===== src/sv/svq_pkg.sv =====
// Types and constants for the streaming vector quantizer.
// No dependencies.
`timescale 1ns / 1ps
package svq_pkg;
   typedef struct packed {
      logic signed [15:0] component;
      logic [15:0]        sample_weight;
      logic [15:0]        random_fraction;
   } req_type;

   typedef struct packed {
      logic [3:0]  center_index;
      logic [1:0]  action;
      logic [39:0] nearest_cost;
      logic [4:0]  center_count;
   } rsp_type;

   typedef enum logic [1:0] {
      ACT_UPDATED = 2'd0,
      ACT_ADDED   = 2'd1,
      ACT_FULL    = 2'd2
   } action_type;

   localparam logic [1:0] CSR_COST_BOUND   = 2'd0;
   localparam logic [1:0] CSR_DIMENSION    = 2'd1;
   localparam logic [1:0] CSR_CENTER_LIMIT = 2'd2;

   // divider handshake
   typedef struct packed {
      logic        start;
      logic [47:0] dividend;
      logic [31:0] divisor;
   } div_cmd_type;

   typedef struct packed {
      logic        done;
      logic [47:0] quotient;
   } div_rsp_type;
endpackage


===== src/sv/svq_divider.sv =====
// Restoring radix-2 divider, one quotient bit per cycle.
// Depends on svq_pkg.
`timescale 1ns / 1ps
module svq_divider (
   input  logic                clock,
   input  logic                reset,
   input  svq_pkg::div_cmd_type cmd,
   output svq_pkg::div_rsp_type rsp
);
   import svq_pkg::*;

   logic [47:0] quo_ff, quo_in;
   logic [32:0] rem_ff, rem_in;
   logic [31:0] den_ff, den_in;
   logic [5:0]  cnt_ff, cnt_in;
   logic        busy_ff, busy_in;
   logic        done_ff, done_in;
   logic [32:0] trial;

   always_comb begin
      quo_in  = quo_ff;
      rem_in  = rem_ff;
      den_in  = den_ff;
      cnt_in  = cnt_ff;
      busy_in = busy_ff;
      done_in = 1'b0;
      trial   = {rem_ff[31:0], quo_ff[47]};
      if (cmd.start) begin
         quo_in  = cmd.dividend;
         rem_in  = '0;
         den_in  = cmd.divisor;
         cnt_in  = 6'd48;
         busy_in = 1'b1;
      end else if (busy_ff) begin
         if (trial >= {1'b0, den_ff}) begin
            rem_in = trial - {1'b0, den_ff};
            quo_in = {quo_ff[46:0], 1'b1};
         end else begin
            rem_in = trial;
            quo_in = {quo_ff[46:0], 1'b0};
         end
         cnt_in = cnt_ff - 6'd1;
         if (cnt_ff == 6'd1) begin
            busy_in = 1'b0;
            done_in = 1'b1;
         end
      end
   end

   always_ff @(posedge clock) begin
      quo_ff <= quo_in;
      rem_ff <= rem_in;
      den_ff <= den_in;
      cnt_ff <= cnt_in;
      if (reset) begin
         busy_ff <= 1'b0;
         done_ff <= 1'b0;
      end else begin
         busy_ff <= busy_in;
         done_ff <= done_in;
      end
   end

   assign rsp.done     = done_ff;
   assign rsp.quotient = quo_ff;
endmodule


===== config.mk =====
export PLATFORM = sky130hd
export DESIGN_NAME = svq_divider
export DESIGN_NICKNAME = d
export VERILOG_FILES = /design/src/sv/svq_pkg.sv /design/src/sv/svq_divider.sv
export SDC_FILE = /design/constraint.sdc
export NUM_CORES = 1
export LEC_CHECK = 0
export ABC_AREA = 1
export ABC_CLOCK_PERIOD_IN_PS = 3050
export BUFFER_PORTS_ARGS = -buffer_cell sky130_fd_sc_hd__buf_4
export CAP_MARGIN = 20
export CORE_MARGIN = 3
export CORE_UTILIZATION = 52
export DETAILED_ROUTE_END_ITERATION = 7
export PLACE_DENSITY = 0.75
export SLEW_MARGIN = 25
export SYNTH_ARGS = -nofsm -noshare
export SYNTH_HDL_FRONTEND = slang
export SYNTH_SLANG_ARGS = --single-unit

===== constraint.sdc =====
create_clock -name clock -period 3.05 [get_ports clock]
set_input_delay 0.7625 -clock clock [delete_from_list [all_inputs] [get_ports clock]]
set_output_delay 0.7625 -clock clock [all_outputs]
set_load 0.01 [all_outputs]

# --- Word-level counts from Yosys, hierarchy flattened ---
# Index checks and enable logic that the tools add are counted.
word_totals:
  ff_bits: 120
  in_bits: 83
  out_inout_bits: 49
  elab_cells: 21
classes:
  addsub: 2
  magnitude_cmp: 1
  n_eq_ne: 1
  muxes: 8
  bitwise_logic: 1
  n_reduce_logical: 2
ops:
  columns: ["operator", "count"]
  rows:
  - ["two-way mux 48 bit", 2]
  - ["greater-or-equal comparator 33 x 32 -> 1 bit", 1]
  - ["two-way mux 32 bit", 1]
  - ["subtractor 32 bit", 1]
  - ["equality test 6 x 1 -> 1 bit (second input constant)", 1]
  - ["subtractor 6 x 1 -> 6 bit (second input constant)", 1]
  - ["two-way mux 1 bit", 5]
  - ["OR reduction 3 bit", 1]
  - ["nonzero test 2 bit", 1]
  - ["inverter 1 bit", 1]

# --- Depth between registers and ports, before layout ---
# Gate-level depths: netlist (run 1).
logic_depth:
  ltp_word: 4
  mapped_depth: 17
  depth_no_buf: 16

# --- Least setup slack after synthesis (run 1) ---
# OpenSTA, ideal clock, no wires.
synth_path:
  path_type: "input-to-reg"
  from: "in cmd[80] in the netlist's numbering"
  to: "reg quo_ff[0], enable pin"
  setup_time_ns: 0.432
  arrival_ns: 2.706
  t_required_ns: 2.618
  slack_ns: -0.088
  cell_stages: 4
  path_cell_list: "clkbuf_1 nor2_1 inv_1 clkbuf_1"
synth_between:
  elab_chain_cells: 1
synth_lines:
  columns: ["element", "line", "rtl"]
  rows:
  - ["start, declared", "svq_divider.sv:7", "input svq_pkg::div_cmd_type cmd,"]
  - ["nonzero test 2 bit (no line)", null, null]
  - ["end signal, assigned", "svq_divider.sv:51", "quo_ff <= quo_in;"]
  - ["end, declared", "svq_divider.sv:12", "logic [47:0] quo_ff, quo_in;"]
# Every way passes these cells.
# A chain may end at the register's enable or synchronous reset.

# --- Worst setup path after layout (run 1) ---
layout_path:
  from: "reg den_ff[8]"
  to: "reg rem_ff[7]"
layout_between:
  elab_chain_cells: 2
layout_lines:
  columns: ["element", "line", "rtl"]
  rows:
  - ["start, declared", "svq_divider.sv:14", "logic [31:0] den_ff, den_in;"]
  - ["start signal, assigned", "svq_divider.sv:53", "den_ff <= den_in;"]
  - ["greater-or-equal comparator 33 x 32 -> 1 bit", "svq_divider.sv:35", "if (trial >= {1'b0, den_ff}) begin"]
  - ["two-way mux 32 bit", "svq_divider.sv:35", null]
  - ["end signal, assigned", "svq_divider.sv:52", "rem_ff <= rem_in;"]
  - ["end, declared", "svq_divider.sv:13", "logic [32:0] rem_ff, rem_in;"]
# Every way passes these cells.

==> results of run 1 <==
how the worst max path moves through the flow:
stage | startpoint | endpoint | slack, ns | cells past startpoint
finish | den_ff[8] | rem_ff[7] | 0.63 | 15
CTS | den_ff[8] | rem_ff[7] | 0.63 | 15
detailed placement | den_ff[8] | rem_ff[8] | 0.66 | 15
global placement | cmd[80] | quo_ff[40] | 0.68 | 5
floorplan | cmd[80] | quo_ff[0] | 0.72 | 4
global route | den_ff[3] | rem_ff[25] | 0.44 | 17
cell usage after synthesis:
library cell / n
nand2_1: 456
inv_1: 187
nand3_1: 83
edfxtp_1: 80
nor2_1: 42
dfxtp_1: 40
ha_1: 34
a21oi_1: 24
clkbuf_1: 15
nand3b_1: 13
xnor2_1: 13
o21ai_1: 10
nand4_1: 9
nand2_2: 7
o21ai_0: 7
buf_2: 5
and2_1: 4
buf_6: 4
nor2_2: 4
nor3_1: 4
nor2_4: 3
o21bai_1: 3
buf_4: 2
o21a_1: 2
a21oi_2: 1
a31oi_1: 1
buf_8: 1
clkinv_1: 1
fa_1: 1
inv_2: 1
nand2_4: 1
nand2_8: 1
nand3_2: 1
nor3_2: 1
nor4_1: 1
o211ai_1: 1
o22ai_1: 1
xor2_1: 1
power by group:
part	switching, W	internal [W]
clock network	0.000728	0.00139
logic	0.000345	0.000259
registers	0.0000606	0.00187
layout make-up:
| cell class | instances | area share, % |
|---|---|---|
| Sequential cell | 120 | 34.4 |
| Timing Repair Buffer | 140 | 11.4 |
| Inverter | 189 | 7.62 |
| Clock buffer | 21 | 4.84 |
| Tap cell | 180 | 2.42 |
| Multi-Input combinational cell | 729 | 37.4 |
| Clock inverter | 11 | 1.84 |
cells by family after synthesis:
kind of cell    after synthesis  synth area share [%]
compound gates               50                  3.60
xor+xnor                     14                  1.62
fa+ha+maj                    35                  5.90
buf+inv                     216                  11.5
flops                       120                  42.4
simple gates                630                  35.0
critical path, stage by stage, from the launching register on:
cell	delay, ns
edfxtp_1	0.35
inv_1	0.08
ha_1	0.28
nand2_2	0.15
inv_1	0.05
nand2_1	0.06
nand2_1	0.06
inv_1	0.06
nand3_2	0.13
nand2_1	0.11
nand2_1	0.11
nand2_4	0.21
buf_4	0.32
nand3_1	0.13
nand3_1	0.11
o21ai_0	0.08
layout by cell type (no fill, tap or decap), drive strengths merged:
cell type | synthesis | routed
o21ai | 17 | 17
nor3 | 5 | 5
nand2 | 465 | 465
o21a | 2 | 2
clkinv | 1 | 6
clkbuf | 15 | 21
o21bai | 3 | 3
nand4 | 9 | 9
nor2 | 49 | 49
fa | 1 | 1
buf | 12 | 140
dfxtp | 40 | 40
clkinvlp | 0 | 1
inv | 188 | 189
o211ai | 1 | 1
xnor2 | 13 | 13
a31oi | 1 | 1
and2 | 4 | 4
bufinv | 0 | 4
nor4 | 1 | 1
xor2 | 1 | 1
o22ai | 1 | 1
a21oi | 25 | 25
ha | 34 | 34
nand3b | 13 | 13
edfxtp | 80 | 80
nand3 | 84 | 84
sequential cells by signal (all words and copies together) (netlist names):
name and cells:
quo_ff 48, den_ff 32, rem_ff 32, cnt_ff 6
busy_ff 1, done_ff 1
through the flow:
step	total power, W	setup WS [ns]
after detailed placement	0.00257	0.663
after CTS	0.00469	0.632
after global routing	0.00484	0.439
after floorplan	0.00226	0.722
final	0.00465	0.630
after global placement	0.00256	0.685
layer usage:
metal / part of all wire, % / track usage [%] / wire length (microns)
met1: 44 / 33.2 / 8990
met5: 0 / 0 / 0
met3: 8.6 / 8.25 / 1740
met4: 2.8 / 9.78 / 576
met2: 44 / 39.8 / 8960
==> key figures, run 1 <==
Status
  • Status: finished clean

Pwr
  • Pleak: between 5 and 6 nW
  • Maximum VDD drop: 407 uV
  • Pwr dens: approximately 500 nW/um^2

Global route
  • Global-route wire length before repair: between 30 and 40 mm
  • Overall Global Routing Usage: between 20% and 30%
  • Largest net degree at the start of global routing: 59
  • Initial antenna violation count: 0
  • Number of global-route vias before repair: between 6000 and 7000
  • Grt ovf: 0

Die
  • Core box area: around 14000 sq um
  • Site Rows: 43
  • Initial Utilization: about 54%
  • DIE WIDTH: roughly 130 microns
  • I/O pins: 132
  • Die Span Y: between 100 and 150 microns
  • Die ar.: about 16000 sq um

Placed design
  • HPWL Detailed: about 15 mm
  • Placed cell area: 8690 sq um
  • Dpl cells: around 1400
  • GPL Wtd Cong: a little under 1
  • IO buf count: between 100 and 150

Timing
  • Tcrit/Tclk final: roughly four fifths
  • Endpoints failing setup: 0
  • Worst hold slack: roughly 0.47 ns
  • RSZ-0062 raised after global routing: no
  • Final Slew Violations: 0
  • Clock Skew: 0.00609 ns
  • Hold Violations, Final: 0
  • Fin Setup TNS: 0 ns
  • Slew HR: 58.9%
  • Fmax: 413 MHz
  • Worst Tran Pin Value: 0.617 ns
  • Final Critical Period: ~2.4 ns

Finish
  • Share of post-route cells with drive strength above 1: between 10% and 20%
  • Cell Count, Final, Fillers Out: 1390
  • # diodes: 0
  • Post-layout util: ~66%
  • Register area: ~3200 sq um
  • Final Cell Area: 9310 sq um
  • Fin nets: ~1300
  • Multi-input gate area: ~3500 sq um
  • # fillers: roughly 1300
  • Area Overhead vs Synth: 23.3%

Hold path
  • Hold WC Path Type: reg2reg
  • Worst hold stages: 2
  • Hold endpoint: rem_ff[14]
  • Hold_sp: rem_ff[14]

Setup path
  • CP Max Fanout: 22
  • Reg-to-Reg Start: den_ff[8]
  • Reg-to-Reg End: rem_ff[7]
  • Worst Reg-to-Reg Cells: 15
  • R2r setup slk: 0.63 ns
  • WP data required: approximately 3.4 ns
  • CP Launch Type: flop
  • Worst EP arrival: 2.72 ns
  • CP Capture Type: flop
  • Critical path type: reg2reg

Yosys
  • Mapped Area: approximately 7600 sq um
  • Share of the synthesized area in the top cell type: a little under a third
  • Post-synth net total: approximately 1200
  • Distinct cells, synth: 38
  • Ys Warns: 0
  • Cells after Synth: about 1100
  • Synth area leaders: edfxtp_1 (32%), nand2_1 (23%), dfxtp_1 (11%)
  • Sequential fraction of the synthesis area: a little over two fifths
  • Cell taking the most area after synthesis: edfxtp_1
  • Average size of a mapped cell: ~7 sq um
  • Number of synthesized register bits: between 100 and 150

Route
  • Drt first-iter violations: approximately 490
  • Initial DRT Pass Iterations: 5
  • Routed Antenna Nets: 0
  • DR WL/cell: between 10 and 15 microns
  • Total number of vias: a little under 7000
  • Via density: approximately 5.0
  • DRC Markers: 0
  • Post-Route WL: around 20 mm

CTS
  • CTS tree: done
  • TritonCTS buffer count: 17
  • H-tree depth: 4
  • Cts hold-fix bufs: 0
  • Clk root buf: clkbuf_16
  • Setup Fix Bufs, Post-CTS: 0
  • Clock latency on the worst-skew pair: around 0.42 ns
  • Clock sinks: 120
  • Clk buf depth: 2
  • CTS-repair resized insts: 0
  • Clock transition at path regs: ~0.050 ns

Run
  • Max Cap Viol: 0
Note: power is estimated with default switching activity, not from simulation.
==> inputs of run 2 (changes only) <==
--- a/config.mk
+++ b/config.mk
@@ -6,13 +6,13 @@
 export NUM_CORES = 1
 export LEC_CHECK = 0
 export ABC_AREA = 1
-export ABC_CLOCK_PERIOD_IN_PS = 3050
+export ABC_CLOCK_PERIOD_IN_PS = 2360
 export BUFFER_PORTS_ARGS = -buffer_cell sky130_fd_sc_hd__buf_4
 export CAP_MARGIN = 20
 export CORE_MARGIN = 3
-export CORE_UTILIZATION = 52
+export CORE_UTILIZATION = 57
 export DETAILED_ROUTE_END_ITERATION = 7
-export PLACE_DENSITY = 0.75
+export PLACE_DENSITY = 0.78
 export SLEW_MARGIN = 25
 export SYNTH_ARGS = -nofsm -noshare
 export SYNTH_HDL_FRONTEND = slang
==> constraint.sdc (replaced) <==
create_clock -name clock -period 2.36 [get_ports clock]
set_input_delay 0.59 -clock clock [delete_from_list [all_inputs] [get_ports clock]]
set_output_delay 0.59 -clock clock [all_outputs]
set_load 0.01 [all_outputs]
==> key figures, run 2 (synthesis gave the netlist of run 1 again) <==
CTS
  • Clock latency on the worst-skew pair: 0.42 ns (about the same)
  • Clk buf depth: 2 (unchanged)
  • Clock transition at path regs: 0.06 ns (about the same)
  • Clock sinks: 120 (unchanged)
  • Clk root buf: clkbuf_16
  • H-tree depth: 4 (unchanged)
  • CTS tree: done
  • Cts hold-fix bufs: 0 (unchanged)
  • TritonCTS buffer count: 17 (unchanged)

Setup path
  • Worst EP arrival: 2.54 ns (-0.18 ns)
  • Cell family with most CP delay: simple AND/OR/NAND/NOR gates
  • CP Max Fanout: 14 (-36%)
  • Critical Path, Cell by Cell: inv_1 > ha_1 > nand2_1 > nor2_1 > nand3_1 > nand3_2 > nand2_1 > nand2_1 > nand2_4 > nand2_8 > buf_12 > nand2_1 > nand3_1 > o21ai_1
  • WP data required: 2.66 ns (-0.69 ns)
  • CP Capture Type: flop
  • Buf/Inv on CP: 2 (-2)
  • CP Launch Type: flop
  • Most frequent CP cell: nand2_1
  • Critical path type: reg2reg
  • Crit path largest cell delay: 0.37 ns (+0.02 ns)
  • Slowest cell on crit path: ha_1

Timing
  • Fmax: 446 MHz (+7.9%)
  • Worst Tran Pin Value: 0.415 ns (-0.202 ns)
  • Final Slew Violations: 0 (unchanged)
  • Endpoints failing setup: 0 (unchanged)
  • Fin Setup TNS: 0 ns (unchanged)
  • Hold Violations, Final: 0 (unchanged)
  • Clock Skew: 0.00742 ns (+0.00133 ns)
  • Tcrit/Tclk final: 95.0% (+16 points)
  • Slew HR: 72.1% (+13 points)
  • Final Critical Period: 2.24 ns (-0.177 ns)

Route
  • Drt first-iter violations: 691 (+40%)
  • Routed Antenna Nets: 0 (unchanged)
  • Initial DRT Pass Iterations: 6 (+1)
  • Post-Route WL: 21.9 mm (+7.9%)
  • DRC Markers: 0 (unchanged)
  • Via density: 5.18 (+3.6%)
  • Total number of vias: 7239 (+4.2%)
  • DR WL/cell: 15.6 microns (+7.3%)

Finish
  • Multi-input gate area: 3680 sq um (+5.5%)
  • Max FFs per register: 48 (unchanged)
  • Share of post-route cells with drive strength above 1: 19.2% (+3.5 points)
  • Biggest register: quo_ff
  • Cell Count, Final, Fillers Out: 1398 (+0.58%)
  • # diodes: 0 (unchanged)
  • Most frequent cells in the layout: nand2_1 (453), inv_1 (186), buf_4 (143), nand3_1 (83), edfxtp_1 (80)
  • Fin nets: 1331 (+1.2%)
  • Register area: 3200 sq um (unchanged)
  • Final Cell Area: 9700 sq um (+4.2%)
  • Area Overhead vs Synth: 28.4%
  • # fillers: 974 (-23%)
  • Top flop regs: quo_ff: 48 flops, den_ff: 32 flops, rem_ff: 32 flops
  • Commonest non-fill, non-tap cell in the layout: nand2_1
  • Post-layout util: 75.9% (+9.6 points)

Hold path
  • Hold WC Path Type: in2reg

Die
  • Core box area: 12800 sq um (-9.0%)
  • DIE WIDTH: 121 microns (-4.3%)
  • Site Rows: 41 (-4.7%)
  • Die ar.: 14700 sq um (-8.4%)
  • I/O pins: 132 (unchanged)
  • Initial Utilization: 59.1% (+5.3 points)
  • Die Span Y: 121 microns (-4.3%)

Global route
  • Grt ovf: 0 (unchanged)
  • Largest net degree at the start of global routing: 53 (-10%)
  • Number of global-route vias before repair: 7033 (+5.3%)
  • Overall Global Routing Usage: 29.7% (+4.2 points)
  • Global-route wire length before repair: 34.1 mm (+5.2%)
  • Initial antenna violation count: 0 (unchanged)

Placed design
  • GPL Wtd Cong: 1.02 (+3.9%)
  • HPWL Detailed: 15.5 mm (+2.2%)
  • Placed cell area: 8830 sq um (+1.6%)
  • IO buf count: 131 (unchanged)
  • Dpl cells: 1360 (+0.15%)

Pwr
  • Total power: 0.00588 W (+26%)
  • Pwr dens: 607 nW/um^2 (+21%)
  • Pleak: 5.08 nW (+1.6%)
  • Maximum VDD drop: 642 uV (+58%)

Run
  • Max Cap Viol: 0 (unchanged)

Status
  • Status: finished clean
[run 2: cell types whose count changed in the layout (fill, tap and decap cells not counted), moves of 3 or more]
cell	delta
ha_1	-18
ha_4	+11
buf_12	+7
ha_2	+7
buf_4	+4
nor2_1	-4
buf_6	+3
clkinvlp_4	+3
nand2_1	-3
nand2_2	+3
[run 2: worst paths after layout]
check / startpoint / cells past startpoint / slack (ns) / endpoint
setup / recovery: den_ff[3] / 14 / 0.12 / rem_ff[9]
hold / removal: cmd[28] / 1 / 0.35 / den_ff[28]
setup reg to reg: den_ff[3] / 14 / 0.12 / rem_ff[9]
hold reg to reg: rem_ff[17] / 2 / 0.47 / rem_ff[17]
[run 2: cell type report]
type                       instances  area share (%)
sequential                       120            33.0
tap                              172            2.22
clock inverter                    14            1.52
inverter                         189            7.32
clock buffer                      18            4.43
timing repair buffer             156            13.6
multi-input combinational        729            37.9
[run 2: timing repair]
action,CTS,global route
endpoints found under the setup margin,0,31
resized for setup,0,35
endpoints found under the hold margin,0,0
setup buffers,0,3
[run 2: worst register-to-register path: cells and delay by family (launching register included)]
kind                       cells  cell delay [ns]
buffers and inverters          2             0.18
AOI/OAI and AO/OA              1             0.07
and+or+nand+nor               10             1.16
adders and majority gates      1             0.37
DFF                            1             0.32
[run 2: layer usage]
layer / part of all wire, % / wire, microns / vias to the layer above / global-route usage, %
li1: - / - / 3596 / -
met1: 41 / 8990 / 3266 / 38.2
met2: 47 / 10200 / 330 / 49.4
met3: 9.7 / 2110 / 47 / 8.02
met4: 2.7 / 595 / 0 / 8.64
met5: 0 / 0 / - / 0
[run 2: power breakdown]
| group | switching, W | internal, W | total, W | leakage, nW |
|---|---|---|---|---|
| Combinational | 0.000470 | 0.000371 | 0.000841 | 3.68 |
| Clock | 0.000990 | 0.00156 | 0.00255 | 0.271 |
| Sequential | 0.0000776 | 0.00242 | 0.00249 | 1.13 |
| Total | 0.00154 | 0.00434 | 0.00588 | 5.08 |
[run 2: through the flow]
stage / worst slack, ns / hold WS [ns]
floorplan: 0.204 / 0.444
global placement: 0.138 / 0.458
detailed placement: 0.123 / 0.464
CTS: 0.0878 / 0.333
global route: -0.0444 / 0.329
finish: 0.117 / 0.346
